===== src/rtl/tsqs_pkg.sv =====
// Package: shared types, constants and helper functions for the script quality scorer
`default_nettype none
package tsqs_pkg;

    // Counter width of the per-string statistics
    localparam int CNT_W   = 16;
    // Score output width and wide accumulation width
    localparam int SCORE_W = 22;
    localparam int ACC_W   = CNT_W + 8;
    // Queue between classifier and accumulator
    localparam int FIFO_DEPTH = 4;

    // Unit classes
    localparam int CLS_W   = 3;
    localparam int NUM_CLS = 8;
    localparam logic [CLS_W-1:0] CLS_CONTROL  = 3'd0;
    localparam logic [CLS_W-1:0] CLS_HANGUL   = 3'd1;
    localparam logic [CLS_W-1:0] CLS_CJK      = 3'd2;
    localparam logic [CLS_W-1:0] CLS_KANA     = 3'd3;
    localparam logic [CLS_W-1:0] CLS_HALFKANA = 3'd4;
    localparam logic [CLS_W-1:0] CLS_ASCII    = 3'd5;
    localparam logic [CLS_W-1:0] CLS_LATIN    = 3'd6;
    localparam logic [CLS_W-1:0] CLS_OTHER    = 3'd7;

    // Special code points
    localparam logic [15:0] CP_QUESTION = 16'h003F;
    localparam logic [15:0] CP_REPLACE  = 16'hFFFD;
    localparam logic [15:0] CP_EURO     = 16'h20AC;

    // Score with a replacement character present
    localparam logic signed [SCORE_W-1:0] SCORE_FFFD = SCORE_W'(-100000);

    typedef logic [CNT_W-1:0] t_cnt;

    typedef struct packed {
        logic [15:0] code_unit;
        logic        last_unit;
    } t_in_item;

    typedef struct packed {
        logic signed [SCORE_W-1:0] quality_score;
        logic [15:0]               script_chars;
        logic [15:0]               latin1_like;
        logic [15:0]               marker_total;
        logic                      mojibake_flag;
        logic                      damage_flag;
    } t_out_item;

    // Classified unit passed from front to back
    typedef struct packed {
        logic [CLS_W-1:0] cls;
        logic             is_q;
        logic             is_fffd;
        logic             is_space;
        logic             latin_like;
        logic             last;
    } t_cls_item;

    // Saturating increment
    function automatic t_cnt sat_inc(input t_cnt v);
        sat_inc = (v == {CNT_W{1'b1}}) ? v : v + t_cnt'(1);
    endfunction

    // Clamp a count to 16 bits
    function automatic logic [15:0] sat16(input logic [63:0] v);
        sat16 = (v > 64'h0000_0000_0000_FFFF) ? 16'hFFFF : v[15:0];
    endfunction

endpackage
`default_nettype wire


===== src/rtl/text_script_quality_scorer_unit.sv =====
// Top level of the text script quality scorer
// Input channel (i_valid / o_ready, i_unit): one UTF-16 code unit per transaction,
// last_unit set on the final unit of a string. The front end sorts each unit by
// range into a class and pushes it into a four-entry queue; the back end pops one
// unit per cycle and updates saturating per-string counters.
// Output channel (o_valid / i_ready, o_result): one transaction per string, issued
// after its last unit, with the score, script count, Latin-1-like count, marker
// count and the mojibake and damage flags.
// Throughput: one code unit per cycle sustained while the score pipeline has room,
// set by the back-end counter update; strings may follow each other without gaps.
// Result path: with the queue empty, the last unit is popped into the snapshot
// register, then the partial-sum register, then the output register drives o_valid.
// Stalls: while the output waits for i_ready, units that do not end a string keep
// flowing; a last unit waits in the queue until the score pipeline has room, and
// o_ready falls only when the queue fills.
// Reset (i_rst_n low, synchronous): counters, queue and pipeline valids clear;
// no transaction is pending afterwards.
`default_nettype none
module text_script_quality_scorer_unit (
    input  wire logic                 i_clk,
    input  wire logic                 i_rst_n,
    input  wire logic                 i_valid,
    output logic                      o_ready,
    input  wire tsqs_pkg::t_in_item   i_unit,
    output logic                      o_valid,
    input  wire logic                 i_ready,
    output tsqs_pkg::t_out_item       o_result
);

    logic                q_full;
    logic                q_push;
    logic                q_valid;
    logic                q_pop;
    tsqs_pkg::t_cls_item front_item;
    tsqs_pkg::t_cls_item back_item;

    // Classifier
    tsqs_front u_front (
        .i_valid  (i_valid),
        .o_ready  (o_ready),
        .i_unit   (i_unit),
        .i_q_full (q_full),
        .o_push   (q_push),
        .o_item   (front_item)
    );

    // Decoupling queue
    tsqs_fifo u_fifo (
        .i_clk   (i_clk),
        .i_rst_n (i_rst_n),
        .i_push  (q_push),
        .i_item  (front_item),
        .o_full  (q_full),
        .o_valid (q_valid),
        .i_pop   (q_pop),
        .o_item  (back_item)
    );

    // Accumulator and scoring
    tsqs_back u_back (
        .i_clk     (i_clk),
        .i_rst_n   (i_rst_n),
        .i_q_valid (q_valid),
        .i_item    (back_item),
        .o_pop     (q_pop),
        .o_valid   (o_valid),
        .i_ready   (i_ready),
        .o_result  (o_result)
    );

endmodule
`default_nettype wire


===== src/rtl/tsqs_front.sv =====
// Front end: accepts code units and sorts each into its class and marker flags
`default_nettype none
module tsqs_front (
    input  wire logic                 i_valid,
    output logic                      o_ready,
    input  wire tsqs_pkg::t_in_item   i_unit,
    input  wire logic                 i_q_full,
    output logic                      o_push,
    output tsqs_pkg::t_cls_item       o_item
);

    logic [15:0] u;
    logic        space;
    logic        hangul;
    logic        cjk;
    logic        kana;
    logic        ctrl;

    assign u = i_unit.code_unit;

    // Handshake: take a transaction whenever the queue has room
    assign o_ready = !i_q_full;
    assign o_push  = i_valid && !i_q_full;

    // Range decoders
    always_comb begin
        space  = (u >= 16'h0009 && u <= 16'h000D) || u == 16'h0020 || u == 16'h0085 ||
                 u == 16'h00A0 || u == 16'h1680 || (u >= 16'h2000 && u <= 16'h200A) ||
                 u == 16'h2028 || u == 16'h2029 || u == 16'h202F || u == 16'h205F ||
                 u == 16'h3000;
        hangul = (u >= 16'hAC00 && u <= 16'hD7AF) || (u >= 16'h1100 && u <= 16'h11FF) ||
                 (u >= 16'h3130 && u <= 16'h318F) || (u >= 16'hA960 && u <= 16'hA97F) ||
                 (u >= 16'hD7B0 && u <= 16'hD7FF);
        cjk    = (u >= 16'h3400 && u <= 16'h4DBF) || (u >= 16'h4E00 && u <= 16'h9FFF) ||
                 (u >= 16'hF900 && u <= 16'hFAFF);
        kana   = (u >= 16'h3040 && u <= 16'h30FF) || (u >= 16'h31F0 && u <= 16'h31FF);
        ctrl   = (u < 16'h0020 && !space) || (u >= 16'h007F && u <= 16'h009F);
    end

    // Class priority: control first, other last
    always_comb begin
        priority if (ctrl) begin
            o_item.cls = tsqs_pkg::CLS_CONTROL;
        end else if (hangul) begin
            o_item.cls = tsqs_pkg::CLS_HANGUL;
        end else if (cjk) begin
            o_item.cls = tsqs_pkg::CLS_CJK;
        end else if (kana) begin
            o_item.cls = tsqs_pkg::CLS_KANA;
        end else if (u >= 16'hFF66 && u <= 16'hFF9D) begin
            o_item.cls = tsqs_pkg::CLS_HALFKANA;
        end else if (u < 16'h0080) begin
            o_item.cls = tsqs_pkg::CLS_ASCII;
        end else if (u >= 16'h00A0 && u <= 16'h00FF) begin
            o_item.cls = tsqs_pkg::CLS_LATIN;
        end else begin
            o_item.cls = tsqs_pkg::CLS_OTHER;
        end
        o_item.is_q       = (u == tsqs_pkg::CP_QUESTION);
        o_item.is_fffd    = (u == tsqs_pkg::CP_REPLACE);
        o_item.is_space   = space;
        o_item.latin_like = (u >= 16'h00A0 && u <= 16'h00FF) || u == tsqs_pkg::CP_EURO;
        o_item.last       = i_unit.last_unit;
    end

endmodule
`default_nettype wire


===== src/rtl/tsqs_fifo.sv =====
// Short queue of classified units between front end and accumulator
`default_nettype none
module tsqs_fifo (
    input  wire logic                 i_clk,
    input  wire logic                 i_rst_n,
    input  wire logic                 i_push,
    input  wire tsqs_pkg::t_cls_item  i_item,
    output logic                      o_full,
    output logic                      o_valid,
    input  wire logic                 i_pop,
    output tsqs_pkg::t_cls_item       o_item
);

    localparam int D  = tsqs_pkg::FIFO_DEPTH;
    localparam int PW = $clog2(D);
    localparam int CW = $clog2(D + 1);

    tsqs_pkg::t_cls_item r_mem [D];
    logic [PW-1:0] r_wr_ptr, n_wr_ptr;
    logic [PW-1:0] r_rd_ptr, n_rd_ptr;
    logic [CW-1:0] r_count, n_count;

    assign o_full  = (r_count == CW'(D));
    assign o_valid = (r_count != '0);
    assign o_item  = r_mem[r_rd_ptr];

    // Pointer and fill count update
    always_comb begin
        n_wr_ptr = r_wr_ptr;
        n_rd_ptr = r_rd_ptr;
        n_count  = r_count;
        if (i_push) begin
            n_wr_ptr = (r_wr_ptr == PW'(D - 1)) ? '0 : r_wr_ptr + PW'(1);
        end
        if (i_pop) begin
            n_rd_ptr = (r_rd_ptr == PW'(D - 1)) ? '0 : r_rd_ptr + PW'(1);
        end
        if (i_push && !i_pop) begin
            n_count = r_count + CW'(1);
        end else if (!i_push && i_pop) begin
            n_count = r_count - CW'(1);
        end
    end

    always_ff @(posedge i_clk) begin
        if (!i_rst_n) begin
            r_wr_ptr <= '0;
            r_rd_ptr <= '0;
            r_count  <= '0;
        end else begin
            r_wr_ptr <= n_wr_ptr;
            r_rd_ptr <= n_rd_ptr;
            r_count  <= n_count;
        end
    end

    // Storage
    always_ff @(posedge i_clk) begin
        if (i_push) begin
            r_mem[r_wr_ptr] <= i_item;
        end
    end

endmodule
`default_nettype wire


===== src/rtl/tsqs_back.sv =====
// Back end: per-string counters, score pipeline and output register
`default_nettype none
module tsqs_back (
    input  wire logic                 i_clk,
    input  wire logic                 i_rst_n,
    input  wire logic                 i_q_valid,
    input  wire tsqs_pkg::t_cls_item  i_item,
    output logic                      o_pop,
    output logic                      o_valid,
    input  wire logic                 i_ready,
    output tsqs_pkg::t_out_item       o_result
);

    localparam int CW = tsqs_pkg::CNT_W;
    localparam int AW = tsqs_pkg::ACC_W;
    localparam int SW = tsqs_pkg::SCORE_W;
    localparam int NC = tsqs_pkg::NUM_CLS;
    localparam logic signed [AW-1:0] SCORE_HI = AW'((1 <<< (SW - 1)) - 1);
    localparam logic signed [AW-1:0] SCORE_LO = AW'(-(1 <<< (SW - 1)));

    // Running counters
    tsqs_pkg::t_cnt r_cls_cnt [NC];
    tsqs_pkg::t_cnt n_cls_cnt [NC];
    tsqs_pkg::t_cnt b_cls_cnt [NC];
    tsqs_pkg::t_cnt r_len, n_len, b_len;
    tsqs_pkg::t_cnt r_latin, n_latin, b_latin;
    tsqs_pkg::t_cnt r_mark, n_mark, b_mark;
    logic r_prevq, n_prevq;
    logic r_repeat, n_repeat, b_repeat;
    logic r_fffd, n_fffd, b_fffd;
    logic r_solid, n_solid, b_solid;
    logic is_marker;

    // Snapshot stage
    logic           r1_valid;
    tsqs_pkg::t_cnt r1_cls [NC];
    tsqs_pkg::t_cnt r1_len, r1_latin, r1_mark;
    logic           r1_repeat, r1_fffd, r1_solid;

    // Partial-sum stage
    logic           r2_valid;
    logic [CW+2:0]  r2_pos;
    logic [CW+5:0]  r2_neg;
    tsqs_pkg::t_cnt r2_dom;
    logic [CW+1:0]  r2_script;
    tsqs_pkg::t_cnt r2_latin, r2_mark;
    logic           r2_moji, r2_dmg, r2_fffd;

    // Output register
    logic                r_out_valid;
    tsqs_pkg::t_out_item r_out;

    // Stage flow
    logic out_free, s2_free, s1_free;
    assign out_free = !r_out_valid || i_ready;
    assign s2_free  = !r2_valid || out_free;
    assign s1_free  = !r1_valid || s2_free;
    assign o_pop    = i_q_valid && (!i_item.last || s1_free);

    assign o_valid  = r_out_valid;
    assign o_result = r_out;

    // Counter values including the current transaction
    assign is_marker = i_item.is_q || i_item.is_fffd;
    always_comb begin
        for (int i = 0; i < NC; i++) begin
            b_cls_cnt[i] = (i_item.cls == tsqs_pkg::CLS_W'(i)) ?
                           tsqs_pkg::sat_inc(r_cls_cnt[i]) : r_cls_cnt[i];
        end
        b_len    = tsqs_pkg::sat_inc(r_len);
        b_latin  = i_item.latin_like ? tsqs_pkg::sat_inc(r_latin) : r_latin;
        b_mark   = is_marker ? tsqs_pkg::sat_inc(r_mark) : r_mark;
        b_repeat = r_repeat || (i_item.is_q && r_prevq);
        b_fffd   = r_fffd || i_item.is_fffd;
        b_solid  = r_solid || (!is_marker && !i_item.is_space);
    end

    // Next counter state: cleared after the last unit of a string
    always_comb begin
        for (int i = 0; i < NC; i++) begin
            n_cls_cnt[i] = r_cls_cnt[i];
        end
        n_len    = r_len;
        n_latin  = r_latin;
        n_mark   = r_mark;
        n_prevq  = r_prevq;
        n_repeat = r_repeat;
        n_fffd   = r_fffd;
        n_solid  = r_solid;
        if (o_pop) begin
            if (i_item.last) begin
                for (int i = 0; i < NC; i++) begin
                    n_cls_cnt[i] = '0;
                end
                n_len    = '0;
                n_latin  = '0;
                n_mark   = '0;
                n_prevq  = 1'b0;
                n_repeat = 1'b0;
                n_fffd   = 1'b0;
                n_solid  = 1'b0;
            end else begin
                for (int i = 0; i < NC; i++) begin
                    n_cls_cnt[i] = b_cls_cnt[i];
                end
                n_len    = b_len;
                n_latin  = b_latin;
                n_mark   = b_mark;
                n_prevq  = i_item.is_q;
                n_repeat = b_repeat;
                n_fffd   = b_fffd;
                n_solid  = b_solid;
            end
        end
    end

    always_ff @(posedge i_clk) begin
        if (!i_rst_n) begin
            for (int i = 0; i < NC; i++) begin
                r_cls_cnt[i] <= '0;
            end
            r_len    <= '0;
            r_latin  <= '0;
            r_mark   <= '0;
            r_prevq  <= 1'b0;
            r_repeat <= 1'b0;
            r_fffd   <= 1'b0;
            r_solid  <= 1'b0;
        end else begin
            for (int i = 0; i < NC; i++) begin
                r_cls_cnt[i] <= n_cls_cnt[i];
            end
            r_len    <= n_len;
            r_latin  <= n_latin;
            r_mark   <= n_mark;
            r_prevq  <= n_prevq;
            r_repeat <= n_repeat;
            r_fffd   <= n_fffd;
            r_solid  <= n_solid;
        end
    end

    // Stage 1: snapshot of final string statistics
    logic s1_load;
    assign s1_load = o_pop && i_item.last;

    always_ff @(posedge i_clk) begin
        if (!i_rst_n) begin
            r1_valid <= 1'b0;
        end else if (s1_free) begin
            r1_valid <= s1_load;
        end
    end

    always_ff @(posedge i_clk) begin
        if (s1_load) begin
            for (int i = 0; i < NC; i++) begin
                r1_cls[i] <= b_cls_cnt[i];
            end
            r1_len    <= b_len;
            r1_latin  <= b_latin;
            r1_mark   <= b_mark;
            r1_repeat <= b_repeat;
            r1_fffd   <= b_fffd;
            r1_solid  <= b_solid;
        end
    end

    // Stage 2: dominant script, partial sums and flags
    tsqs_pkg::t_cnt h, c, k, dom_hc, s2_dom;
    logic [CW+1:0]  s2_script;
    logic [CW+2:0]  s2_pos;
    logic [CW+5:0]  s2_neg;
    logic           s2_moji, s2_dmg;

    always_comb begin
        h         = r1_cls[tsqs_pkg::CLS_HANGUL];
        c         = r1_cls[tsqs_pkg::CLS_CJK];
        k         = r1_cls[tsqs_pkg::CLS_KANA];
        dom_hc    = (c > h) ? c : h;
        s2_dom    = (k > dom_hc) ? k : dom_hc;
        s2_script = (CW+2)'(h) + (CW+2)'(c) + (CW+2)'(k);
        // 6h+5c+7k-4(h+c+k) = 2h+c+3k; the dominant term adds 6*dom later
        s2_pos    = ((CW+3)'(h) << 1) + (CW+3)'(c) + ((CW+3)'(k) << 1) + (CW+3)'(k) +
                    (CW+3)'(r1_cls[tsqs_pkg::CLS_ASCII]) +
                    (CW+3)'(r1_cls[tsqs_pkg::CLS_OTHER]);
        s2_neg    = ((CW+6)'(r1_cls[tsqs_pkg::CLS_LATIN]) << 2) +
                    ((CW+6)'(r1_cls[tsqs_pkg::CLS_HALFKANA]) << 1) +
                    ((CW+6)'(r1_cls[tsqs_pkg::CLS_CONTROL]) << 5) -
                    ((CW+6)'(r1_cls[tsqs_pkg::CLS_CONTROL]) << 1);
        s2_moji   = (r1_len >= tsqs_pkg::t_cnt'(2)) && (r1_latin >= tsqs_pkg::t_cnt'(2)) &&
                    (((CW+3)'(r1_latin) << 2) + (CW+3)'(r1_latin) >= (CW+3)'(r1_len));
        priority if (r1_fffd) begin
            s2_dmg = 1'b1;
        end else if (r1_mark != '0 && r1_repeat) begin
            s2_dmg = !r1_solid ||
                     (r1_mark >= tsqs_pkg::t_cnt'(3) && s2_script == '0 &&
                      ((CW+1)'(r1_mark) << 1) >= (CW+1)'(r1_len));
        end else begin
            s2_dmg = 1'b0;
        end
    end

    always_ff @(posedge i_clk) begin
        if (!i_rst_n) begin
            r2_valid <= 1'b0;
        end else if (s2_free) begin
            r2_valid <= r1_valid;
        end
    end

    always_ff @(posedge i_clk) begin
        if (s2_free && r1_valid) begin
            r2_pos    <= s2_pos;
            r2_neg    <= s2_neg;
            r2_dom    <= s2_dom;
            r2_script <= s2_script;
            r2_latin  <= r1_latin;
            r2_mark   <= r1_mark;
            r2_moji   <= s2_moji;
            r2_dmg    <= s2_dmg;
            r2_fffd   <= r1_fffd;
        end
    end

    // Stage 3: final score, clamp and output register
    logic signed [AW-1:0] acc;
    logic signed [SW-1:0] score;

    always_comb begin
        acc = $signed(AW'(r2_pos)) + $signed(AW'(r2_dom) << 2) +
              $signed(AW'(r2_dom) << 1) - $signed(AW'(r2_neg));
        priority if (r2_fffd) begin
            score = tsqs_pkg::SCORE_FFFD;
        end else if (acc > SCORE_HI) begin
            score = SCORE_HI[SW-1:0];
        end else if (acc < SCORE_LO) begin
            score = SCORE_LO[SW-1:0];
        end else begin
            score = acc[SW-1:0];
        end
    end

    always_ff @(posedge i_clk) begin
        if (!i_rst_n) begin
            r_out_valid <= 1'b0;
        end else if (out_free) begin
            r_out_valid <= r2_valid;
        end
    end

    always_ff @(posedge i_clk) begin
        if (out_free && r2_valid) begin
            r_out.quality_score <= score;
            r_out.script_chars  <= tsqs_pkg::sat16(64'(r2_script));
            r_out.latin1_like   <= tsqs_pkg::sat16(64'(r2_latin));
            r_out.marker_total  <= tsqs_pkg::sat16(64'(r2_mark));
            r_out.mojibake_flag <= r2_moji;
            r_out.damage_flag   <= r2_dmg;
        end
    end

endmodule
`default_nettype wire


===== config.mk =====
export PLATFORM = sky130hd
export DESIGN_NAME = text_script_quality_scorer_unit
export DESIGN_NICKNAME = d
export VERILOG_FILES = /design/src/rtl/tsqs_pkg.sv /design/src/rtl/text_script_quality_scorer_unit.sv /design/src/rtl/tsqs_front.sv /design/src/rtl/tsqs_fifo.sv /design/src/rtl/tsqs_back.sv
export SDC_FILE = /design/constraint.sdc
export NUM_CORES = 1
export LEC_CHECK = 0
export BUFFER_PORTS_ARGS = -buffer_cell sky130_fd_sc_hd__buf_2
export CAP_MARGIN = 20
export CORE_ASPECT_RATIO = 0.6
export CORE_MARGIN = 2
export CORE_UTILIZATION = 35
export DETAILED_ROUTE_END_ITERATION = 10
export SLEW_MARGIN = 20
export SYNTH_ARGS = -nofsm -noshare
export SYNTH_HDL_FRONTEND = slang
export SYNTH_SLANG_ARGS = --single-unit
export TNS_END_PERCENT = 5

===== constraint.sdc =====
create_clock -name i_clk -period 6.66 [get_ports i_clk]
set_input_delay 0.666 -clock i_clk [delete_from_list [all_inputs] [get_ports i_clk]]
set_output_delay 0.666 -clock i_clk [all_outputs]
set_load 0.005 [all_outputs]

=== Word level (Yosys, flattened, before mapping) ===
Memory sizes are Yosys's and may differ from the RTL's. A register that Yosys moved wholly into a read port is not among the register bits.
Cells that the tools add are included.

* Register bits: 295
* Bits in latches: 0
* RAM bits: 288
* ROM bits: 0
* Logic and storage cells: 287
* Memories: 3

* Add/subtract/negate cells: 29
* Multiply operators: 0
* Divide/modulo/power cells: 0
* $lt $le $gt $ge: 42
* Eq/ne operators: 33
* Shift-type cells: 0
* Muxes and demuxes: 62
* Bitwise logic cells: 8
* Reductions and logical operators: 75

{| class="wikitable"
|+ Memory list
! name !! words !! bits a word !! rd ports !! clocked after memory_dff !! write ports !! RTL line !! source
|-
| u_back.r1_cls || 8 || 16 || 8 || 0 || 8 || tsqs_back.sv:36 || <nowiki>tsqs_pkg::t_cnt r1_cls [NC];</nowiki>
|-
| u_back.r_cls_cnt || 8 || 16 || 8 || 0 || 8 || tsqs_back.sv:22 || <nowiki>tsqs_pkg::t_cnt r_cls_cnt [NC];</nowiki>
|-
| u_fifo.r_mem || 4 || 8 || 1 || 1 || 1 || tsqs_fifo.sv:18 || <nowiki>tsqs_pkg::t_cls_item r_mem [D];</nowiki>
|}

{| class="wikitable"
|+ Operators with widths
! kind !! count
|-
| 16-bit 2-to-1 mux || 34
|-
| 128-bit 2-to-1 mux || 2
|-
| 16-bit == test (second input constant) || 12
|-
| 16-bit by 1-bit adder with 16-bit output (second input constant) || 11
|-
| 16-bit by 14-bit == test with 1-bit output (second input constant) || 6
|-
| 16-bit <= comparator (second input constant) || 6
|-
| 16-bit by 14-bit >= comparator with 1-bit output (second input constant) || 5
|-
| 16-bit >= comparator (second input constant) || 5
|-
| 16-bit by 14-bit <= comparator with 1-bit output (second input constant) || 4
|-
| 19-bit by 16-bit adder with 19-bit output || 3
|-
| 16-bit by 2-bit >= comparator with 1-bit output (second input constant) || 3
|-
| 22-bit 2-to-1 mux || 2
|-
| 16-bit by 6-bit == test with 1-bit output (second input constant) || 2
|-
| 16-bit by 8-bit == test with 1-bit output (second input constant) || 2
|-
| 16-bit greater-than comparator || 2
|-
| 16-bit by 8-bit <= comparator with 1-bit output (second input constant) || 2
|-
| 1-bit logical AND || 30
|-
| 1-bit logical OR || 28
|-
| 24-bit by 18-bit adder with 24-bit output || 1
|-
| 24-bit by 22-bit greater-than comparator with 1-bit output (second input constant) || 1
|-
| 24-bit by 22-bit less-than comparator with 1-bit output (second input constant) || 1
|-
| 3-bit 2-to-1 mux || 8
|-
| 24-bit by 23-bit subtractor with 24-bit output || 1
|-
| 22-bit by 21-bit adder with 22-bit output || 1
|-
| other kinds (39) || 77
|}

=== Longest topological paths before layout ===
Gate-level depths: netlist of the first run.

* Depth after elaboration: 16
* Mapped depth: 23
* Depth with buffers taken out: 22

=== Cells and area by module ===
A second synthesis of the first run with hierarchy kept.

* Cell total of the unflattened synthesis: 3,055
* Area total of the unflattened synthesis: 33,806.2 um2

{| class="wikitable"
|+ Modules (own cells, without submodules)
! module !! instances !! cells each !! area each (um2)
|-
| tsqs_back || 1 || 2,863 || 31,550.3
|-
| tsqs_fifo || 1 || 86 || 1,616.6
|-
| tsqs_front || 1 || 106 || 639.4
|}

=== Worst setup path before layout of the first run ===
No wires, ideal clock.

* Path type: input port to flip-flop
* Start: input i_ready
* End: register u_back.r2_dmg (enable)
* Setup time: 0.591 ns
* Data arrival time: 5.738 ns
* Data required time: 6.069 ns
* Setup slack: 0.331 ns
* Stages: 3
* Path buffers: 0
* Cell sequence: nor2b_1 and2_1 nor2b_1

* Longest elaborated chain between the ends: 3

{| class="wikitable"
|+ Ends and longest elaborated chain
! what !! RTL line !! source
|-
| from (decl) || text_script_quality_scorer_unit.sv:26 || <nowiki>input wire logic i_ready,</nowiki>
|-
| 1-bit logical OR || tsqs_back.sv:55 || <nowiki>assign out_free = !r_out_valid || i_ready;</nowiki>
|-
| 1-bit logical OR || tsqs_back.sv:56 || <nowiki>assign s2_free = !r2_valid || out_free;</nowiki>
|-
| 1-bit logical AND || tsqs_back.sv:213 || <nowiki>if (s2_free && r1_valid) begin</nowiki>
|-
| to (signal assigned) || tsqs_back.sv:221 || <nowiki>r2_dmg <= s2_dmg;</nowiki>
|-
| to (decl) || tsqs_back.sv:47 || <nowiki>logic r2_moji, r2_dmg, r2_fffd;</nowiki>
|}

No other way between the ends.
A chain may end at the register's enable or synchronous reset.

==> results of run 1 <==
layer usage:
layer / wire, um / vias up / global-route usage (%) / part of all wire [%]
met4: 1250 / 6 / 3.28 / 1.4
met5: 158 / - / 0.932 / 0.18
met2: 31700 / 684 / 21.1 / 37
li1: - / 12200 / - / -
met3: 6410 / 89 / 3.55 / 7.4
met1: 46900 / 11700 / 27.6 / 54
cells by family (layout without fill, tap and decap cells):
family                   Yosys count  after routing
buffers and inverters            344            462
flip-flops                       584            584
XOR/XNOR                         251            251
AND/OR/NAND/NOR                 1023           1023
multiplexers                      58             58
AO/OA/AOI/OAI                    734            734
adder cells (fa/ha/maj)          324            324
synthesized netlist by cell type (7+ instances only):
| master | number |
|---|---|
| a21o_1 | 65 |
| and2_1 | 24 |
| dfxtp_1 | 192 |
| nor3_1 | 92 |
| xnor2_1 | 163 |
| or3_1 | 33 |
| a21boi_0 | 13 |
| nand2b_1 | 26 |
| or2_2 | 12 |
| o21a_1 | 30 |
| nor2_1 | 187 |
| a21oi_1 | 188 |
| ha_1 | 239 |
| edfxtp_1 | 392 |
| a22o_1 | 11 |
| or4_1 | 7 |
| and3_1 | 40 |
| o31ai_1 | 19 |
| nand2_1 | 191 |
| fa_1 | 85 |
| a211oi_1 | 12 |
| mux2_2 | 14 |
| or2_1 | 7 |
| clkbuf_1 | 90 |
| inv_1 | 236 |
| mux2i_1 | 36 |
| nor2b_1 | 181 |
| buf_2 | 7 |
| xor2_1 | 88 |
| a22oi_1 | 109 |
| o21ai_1 | 15 |
| o21bai_1 | 21 |
| nor4_1 | 27 |
| and4_1 | 17 |
| mux4_2 | 8 |
| a31oi_1 | 27 |
| o21ai_0 | 148 |
| nand4_1 | 57 |
| nand3_1 | 87 |
worst reg2reg max path, delay by kind of cell (launching register included):
kind	cells	cell delay (ns)
and+or+nand+nor	3	0.43
buffers and inverters	2	0.25
AOI/OAI and AO/OA	10	2.09
DFF	1	0.43
xor gates and xnor gates	1	0.20
adders and majority gates	6	2.34
muxes	1	0.35
sequential cells by signal (all words and copies together) (netlist names), 2 cells and up, named ones only:
| name | flops |
|---|---|
| u_back.r1_cls | 128 |
| u_back.r_cls_cnt | 128 |
| u_back.o_result | 72 |
| u_fifo.r_mem | 32 |
| u_back.r2_neg | 21 |
| u_back.r2_pos | 19 |
| u_back.r2_script | 18 |
| u_back.r1_latin | 16 |
| u_back.r1_len | 16 |
| u_back.r1_mark | 16 |
| u_back.r2_dom | 16 |
| u_back.r2_latin | 16 |
| u_back.r2_mark | 16 |
| u_back.r_latin | 16 |
| u_back.r_len | 16 |
| u_back.r_mark | 16 |
| u_fifo.r_count | 3 |
| u_fifo.r_rd_ptr | 2 |
| u_fifo.r_wr_ptr | 2 |
placed cells by master, fill, tap and decap left out, types with 21 or more instances in the layout:
master / Yosys / layout
a21o_1: 65 / 65
a21oi_1: 188 / 188
a22oi_1: 109 / 109
a31oi_1: 27 / 26
and2_1: 24 / 24
and3_1: 40 / 40
buf_2: 7 / 93
clkbuf_16: 0 / 62
dfxtp_1: 192 / 192
edfxtp_1: 392 / 392
fa_1: 85 / 85
ha_1: 239 / 239
inv_1: 236 / 235
mux2i_1: 36 / 36
nand2_1: 191 / 191
nand2b_1: 26 / 26
nand3_1: 87 / 87
nand4_1: 57 / 57
nor2_1: 187 / 186
nor2b_1: 181 / 179
nor3_1: 92 / 92
nor4_1: 27 / 27
o21a_1: 30 / 30
o21ai_0: 148 / 148
o21bai_1: 21 / 21
or3_1: 33 / 33
xnor2_1: 163 / 163
xor2_1: 88 / 88
layout make-up:
class,instances,area (um^2)
clock inverters,38,429
repair buffers,110,618
well taps,1319,1650
inverters,237,897
multi-input cells,2390,17800
flip-flops and latches,584,15600
clock buffers,77,1660
fillers,9520,59500
through the flow:
stage / worst slack, ns / hold WS [ns]
final: 0.362 / 0.255
after global routing: 0.00992 / 0.230
after CTS: 0.244 / 0.206
after detailed placement: 0.299 / 0.405
after global placement: 0.355 / 0.401
after floorplan: 0.331 / 0.400
path summary, 6_finish.rpt:
| check | endpoint | slack, ns | cells after the start |
|---|---|---|---|
| max reg2reg | u_back.r2_pos[18] | 0.36 | 23 |
| min | u_fifo.r_mem[2][0] | 0.26 | 1 |
| min reg2reg | u_back.o_result[10] | 0.42 | 0 |
| max | u_back.r2_pos[18] | 0.36 | 23 |
what timing repair did:
| item | 4_1_cts | 5_1_grt |
|---|---|---|
| resized for setup | 0 | 4 |
| setup buffers | 0 | 0 |
| endpoints found under the setup margin | 0 | 1 |
==> impl_table.tex, run 1 <==
\begin{tabular}{lr}
\hline
Metric & Value \\
\hline
\multicolumn{2}{l}{\textbf{Critical path}} \\
Arrival time of the worst setup path & 6.76 ns \\
Most repeated library cell on the critical path & fa\_1 \\
Crit-path slowest cell & fa\_1 \\
Critical Setup Path Class & reg -> reg \\
Worst setup path startpoint & u\_back.r1\_cls[0][16] \\
Data required, critical path & 7.12 ns \\
Nature of the critical path startpoint & flip-flop \\
Critical path's top delay family & adder cells \\
Source of the worst register-to-register timing path & u\_back.r1\_cls[0][16] \\
Crit-path cells & ha\_1 -> fa\_1 -> a21o\_1 -> a21oi\_1 -> o21bai\_1 -> a2111oi\_2 -> buf\_4 -> nor2\_1 -> a21o\_1 -> a21oi\_1 -> xor2\_1 -> fa\_1 -> inv\_1 -> fa\_1 -> fa\_1 -> ha\_1 -> and3\_1 -> o211ai\_1 -> a311oi\_2 -> o21ai\_0 -> a21boi\_1 -> mux2\_2 -> nor3\_1 \\
Delay of the slowest cell on the worst path & 0.46 ns \\
Kind of capture point of the worst setup path & flip-flop \\
Crit path buf inv count & 2 \\
Top fanout value on the critical path & 4 \\
\multicolumn{2}{l}{\textbf{Global routing}} \\
Global Route Usage Sum & 16.6\% \\
First-pass GRT wire length & 132000 um \\
Number of antenna violations at the first check in global routing & 4 \\
Pin count of the biggest net entering global routing & 110 \\
Total congestion overflow & 0 \\
Number of global-route vias before repair & 22300 \\
\multicolumn{2}{l}{\textbf{Floorplanning}} \\
Number of placement rows & 89 \\
Full die area & 102000 um\^{}2 \\
Width of the chip & 410 um \\
Area of the placeable core & 98200 um\^{}2 \\
Floorplan die height & 248 um \\
\# IOs & 95 \\
Starting Density & 35.3\% \\
\multicolumn{2}{l}{\textbf{Yosys}} \\
Dominant cells by area after synthesis & edfxtp\_1, dfxtp\_1, ha\_1 \\
Combinational family with the most area after synthesis & simple AND/OR/NAND/NOR gates \\
Post-synth top flop & edfxtp\_1 \\
Simple logic cell fraction of the synthesized area & 15.6\% \\
Share of synthesized area spent on multiplexers & 2.01\% \\
Post-synthesis share of cell area spent on full adders, half adders and majority gates & 13.5\% \\
Async SR Flop Fraction & 0\% \\
Synthesized net count & 3663 \\
Cell taking the most area after synthesis & edfxtp\_1 \\
Synth Register Bits & 584 \\
Share of the synthesized area in the top cell type & 33.9\% \\
Number of synthesized flops with an enable pin & 392 \\
Cells after synthesis & 3318 \\
Compound-cell area share of the yosys netlist & 13.8\% \\
Number of different library cells in the post-synthesis netlist & 97 \\
Yosys warning total & 0 \\
Share of the yosys chip area belonging to registers & 45.0\% \\
Post-synthesis share of cell area spent on xor and xnor gates & 6.34\% \\
Mapped Area & 34700 um\^{}2 \\
Avg Synthesized Cell Area & 10.5 um\^{}2 \\
\multicolumn{2}{l}{\textbf{Placement}} \\
Cell area reported after detailed placement & 36600 um\^{}2 \\
HPWL Detailed & 63100 um \\
Port Buffer Count & 94 \\
Final weighted congestion of routability-driven global placement & 0.897 \\
Cell total after placement & 4640 \\
\multicolumn{2}{l}{\textbf{Routing}} \\
WL final & 86400 um \\
Via Count & 24600 \\
Number of design-rule violations left by the first detailed-router iteration & 2393 \\
Detail-routed via count per cell & 5.18 \\
Number of optimization iterations in the first detailed-route pass & 7 \\
DRC & 0 \\
Count of antenna-violating nets left after detailed routing & 0 \\
Average wire length per cell after detail routing & 18.2 um \\
\multicolumn{2}{l}{\textbf{Final layout}} \\
Total Nets Final & 3729 \\
Area growth from synthesis to layout & 11.5\% \\
Number of antenna diodes & 0 \\
Share of layout cells above drive strength 1 & 8.18\% \\
End-of-flow core utilization & 39.4\% \\
Area of all placed cells without fillers & 38700 um\^{}2 \\
Number of non-filler instances in the completed layout & 4755 \\
\multicolumn{2}{l}{\textbf{Clock network}} \\
TritonCTS clock tree & yes \\
Buffer type at the clock tree root & clkbuf\_16 \\
Largest buffer count on any clock path & 3 \\
TritonCTS Buffers & 61 \\
Num Clock Sinks & 584 \\
Source-to-sink clock delay at the later pin of the worst-skew pair & 0.64 ns \\
Quantity of hold-fixing buffers added after cts & 0 \\
Clock Pin Slew Worst Setup and Hold Paths & 0.07 ns \\
CTS H-Tree Depth & 2 \\
\multicolumn{2}{l}{\textbf{Hold path}} \\
Worst hold path type & in -> reg \\
Worst hold path startpoint & i\_unit[0] \\
\multicolumn{2}{l}{\textbf{STA}} \\
Setup Viol. Count Final & 0 \\
Number of hold violations in the final report & 0 \\
Shortest period the worst path allows & 6.30 ns \\
Clock tree skew after final layout & 0.0282 ns \\
Setup repair after global routing missed its margin & no \\
Final setup TNS & 0 ns \\
Fraction of the cycle the final worst path needs & 94.6\% \\
Worst rel slew slack & 28.2\% \\
Transition time of the tightest slew-check pin & 1.08 ns \\
Max-slew violation count & 0 \\
Fmax & 0.159 GHz \\
\multicolumn{2}{l}{\textbf{Run}} \\
Max Cap Viol & 0 \\
\multicolumn{2}{l}{\textbf{Run status}} \\
Status & completed \\
\hline
\end{tabular}
Power of run 1 is not shown: default switching activity piles up to over one toggle a cycle in this logic, so the estimate is an artifact.
==> run 2: changes to the inputs <==
SYNTH_HIERARCHICAL = 1   (was not set)
==> run 2 against run 1 <==
Compared with the run above: cell count is 6.0% lower; design area is 2.1% lower; first-iteration DRC count stayed put; non-clock buffer count stayed put; worst setup slack better by 1.2 ns; register-to-register slack better by 1.2 ns; core utilization is 0.11 points higher; routed wire length is 1.5% lower; fmax is 22% higher; largest cell class unchanged.
==> impl_table.tex, run 2 <==
\begin{tabular}{lr}
\hline
Metric & Value \\
\hline
\multicolumn{2}{l}{\textbf{Yosys}} \\
Share of the yosys chip area belonging to registers & 46.2\% (+1.2 points) \\
Yosys warning total & 6 (+6) \\
Mapped Area & 33800 um\^{}2 (-2.6\%) \\
Cell taking the most area after synthesis & edfxtp\_1 \\
Post-synth top flop & edfxtp\_1 \\
Dominant cell by count in the synthesized netlist & edfxtp\_1 \\
Async SR Flop Fraction & 0\% (unchanged) \\
Avg Synthesized Cell Area & 11.1 um\^{}2 (+5.8\%) \\
Cells after synthesis & 3055 (-7.9\%) \\
Number of synthesized flops with an enable pin & 392 (unchanged) \\
Synthesized net count & 3401 (-7.2\%) \\
Dominant cells by area after synthesis & edfxtp\_1, dfxtp\_1, fa\_1 \\
Synth Register Bits & 584 (unchanged) \\
Share of the synthesized area in the top cell type & 34.8\% (+0.89 points) \\
Most frequent cells after synthesis & edfxtp\_1, inv\_1, dfxtp\_1 \\
Number of different library cells in the post-synthesis netlist & 113 (+16\%) \\
\multicolumn{2}{l}{\textbf{Clock network}} \\
Quantity of hold-fixing buffers added after cts & 0 (unchanged) \\
Source-to-sink clock delay at the later pin of the worst-skew pair & 0.66 ns (+0.02 ns) \\
Num Clock Sinks & 584 (unchanged) \\
TritonCTS clock tree & yes \\
Buffer type at the clock tree root & clkbuf\_16 \\
Clock Pin Slew Worst Setup and Hold Paths & 0.07 ns (about the same) \\
TritonCTS Buffers & 60 (-1.6\%) \\
Post-CTS setup buffer count & 0 (unchanged) \\
Post-CTS sizing & 0 (unchanged) \\
CTS H-Tree Depth & 2 (unchanged) \\
Largest buffer count on any clock path & 3 (unchanged) \\
\multicolumn{2}{l}{\textbf{Final layout}} \\
Total Nets Final & 3457 (-7.3\%) \\
End-of-flow core utilization & 39.5\% (+0.11 points) \\
Most common cell after layout, fill and taps aside & edfxtp\_1 \\
Share of layout cells above drive strength 1 & 10.1\% (+2.0 points) \\
Most used cells in the layout excluding fill and tap cells & edfxtp\_1, inv\_1, dfxtp\_1 \\
Area growth from synthesis to layout & 12.0\% \\
\multicolumn{2}{l}{\textbf{Run}} \\
Max Cap Viol & 0 (unchanged) \\
\multicolumn{2}{l}{\textbf{Hold path}} \\
Worst hold path type & in -> reg \\
Hold-critical path depth & 1 (unchanged) \\
\multicolumn{2}{l}{\textbf{Placement}} \\
HPWL Detailed & 62500 um (-0.92\%) \\
Port Buffer Count & 94 (unchanged) \\
Final weighted congestion of routability-driven global placement & 0.900 (+0.37\%) \\
\multicolumn{2}{l}{\textbf{Floorplanning}} \\
Number of placement rows & 88 (-1.1\%) \\
Width of the chip & 405 um (-1.3\%) \\
Full die area & 99200 um\^{}2 (-2.5\%) \\
Area of the placeable core & 95900 um\^{}2 (-2.4\%) \\
Starting Density & 35.3\% (-0.075 points) \\
Floorplan die height & 245 um (-1.3\%) \\
\# IOs & 95 (unchanged) \\
\multicolumn{2}{l}{\textbf{Global routing}} \\
Pin count of the biggest net entering global routing & 110 (unchanged) \\
Number of antenna violations at the first check in global routing & 5 (+1) \\
First-pass GRT wire length & 132000 um (+0.13\%) \\
Total congestion overflow & 0 (unchanged) \\
Global Route Usage Sum & 17.1\% (+0.48 points) \\
Number of global-route vias before repair & 21900 (-1.8\%) \\
\multicolumn{2}{l}{\textbf{Critical path}} \\
Nature of the critical path startpoint & flip-flop \\
Crit path buf inv count & 1 (-1) \\
Kind of capture point of the worst setup path & flip-flop \\
Source of the worst register-to-register timing path & u\_back/r1\_cls[1][1] \\
Most repeated library cell on the critical path & o21a\_1 \\
Arrival time of the worst setup path & 5.53 ns (-1.23 ns) \\
FF-to-FF setup slack & 1.52 ns (+1.15 ns) \\
Data required, critical path & 7.05 ns (-0.07 ns) \\
Crit-path cells & ha\_1 -> nor2b\_1 -> o21a\_1 -> o21a\_1 -> o211ai\_1 -> a21oi\_1 -> o21ai\_0 -> a31oi\_2 -> buf\_4 -> mux2i\_1 -> ha\_1 -> nor2b\_1 -> o21a\_1 -> o21a\_1 -> o21a\_1 -> o21a\_1 -> o21a\_1 -> o2111ai\_2 -> nand2\_1 -> mux2\_2 \\
Worst setup path startpoint & u\_back/r1\_cls[1][1] \\
Critical register-to-register path endpoint & u\_back/r2\_dom[0] \\
Delay of the slowest cell on the worst path & 0.59 ns (+0.13 ns) \\
Top fanout value on the critical path & 19 (+15) \\
WP depth & 20 (-13\%) \\
Endpoint of the most critical setup path & u\_back/r2\_dom[0] \\
Critical path's top delay family & compound AO/OA/AOI/OAI gates \\
Reg2reg path depth & 20 (-13\%) \\
Crit-path slowest cell & o2111ai\_2 \\
Critical Setup Path Class & reg -> reg \\
\multicolumn{2}{l}{\textbf{STA}} \\
Worst rel slew slack & 28.7\% (+0.50 points) \\
Fraction of the cycle the final worst path needs & 77.2\% (-17 points) \\
Final setup TNS & 0 ns (unchanged) \\
Shortest period the worst path allows & 5.14 ns (-1.15 ns) \\
Setup repair after global routing missed its margin & no \\
Number of hold violations in the final report & 0 (unchanged) \\
Max-slew violation count & 0 (unchanged) \\
Setup Viol. Count Final & 0 (unchanged) \\
Fmax & 0.194 GHz (+22\%) \\
Transition time of the tightest slew-check pin & 1.07 ns (-0.00746 ns) \\
Clock tree skew after final layout & 0.0263 ns (-0.00197 ns) \\
\multicolumn{2}{l}{\textbf{Run status}} \\
Status & completed \\
\multicolumn{2}{l}{\textbf{Routing}} \\
Detail-routed via count per cell & 5.23 (+0.90\%) \\
Via Count & 23400 (-5.1\%) \\
WL final & 85200 um (-1.5\%) \\
Average wire length per cell after detail routing & 19.1 um (+4.8\%) \\
Number of design-rule violations left by the first detailed-router iteration & 2393 (unchanged) \\
Count of antenna-violating nets left after detailed routing & 0 (unchanged) \\
DRC & 0 (unchanged) \\
Number of optimization iterations in the first detailed-route pass & 6 (-1) \\
\hline
\end{tabular}
[run 2: metal layers]
metal	vias up	part of all wire, %	wire (um)	GRT usage, %
li1	11200	-	-	-
met1	11400	53	45200	28.2
met2	699	36	31100	21.1
met3	83	8.8	7470	4.81
met4	2	1.4	1190	3.51
met5	-	0.23	194	1.41
[run 2: how the worst min path moves through the flow]
stage                                    from                  end  slack [ns]
after floorplan                 u_back/r2_dmg   u_back/o_result[0]        0.40
after global placement    u_back/r2_latin[15]  u_back/o_result[33]        0.40
after detailed placement   u_back/r2_latin[1]  u_back/o_result[19]        0.40
after CTS                           i_unit[0]   u_fifo/r_mem[1][0]        0.23
after global routing                i_unit[0]   u_fifo/r_mem[1][0]        0.24
final                               i_unit[0]   u_fifo/r_mem[1][0]        0.27
[run 2: layout make-up]
class / instances / area (um^2)
fill: 9207 / 58000
multi-input combinational: 2083 / 16700
sequential: 584 / 15600
clock buffer: 72 / 1670
tap: 1305 / 1630
inverter: 272 / 1030
timing repair buffer: 110 / 618
clock inverter: 42 / 591
antenna: 2 / 5.00
[run 2: cells by family after synthesis]
family                   share of synthesized area (%)
adder cells (fa/ha/maj)                           15.2
XOR/XNOR                                          4.84
AND/OR/NAND/NOR                                   14.3
multiplexers                                      2.16
flip-flops                                        46.2
AO/OA/AOI/OAI                                     12.8
buffers and inverters                             4.51
[run 2: per-stage QoR]
step	instance area (um^2)	hold slack (ns)	std cells	setup slack, ns
after floorplan	33800	0.400	3055	0.331
after global placement	35600	0.402	4354	1.54
after detailed placement	35600	0.405	4354	1.60
after CTS	37900	0.226	4468	1.57
after global routing	37900	0.243	4469	1.13
final	37900	0.271	4470	1.52
Power of run 2 is left out for the same reason.
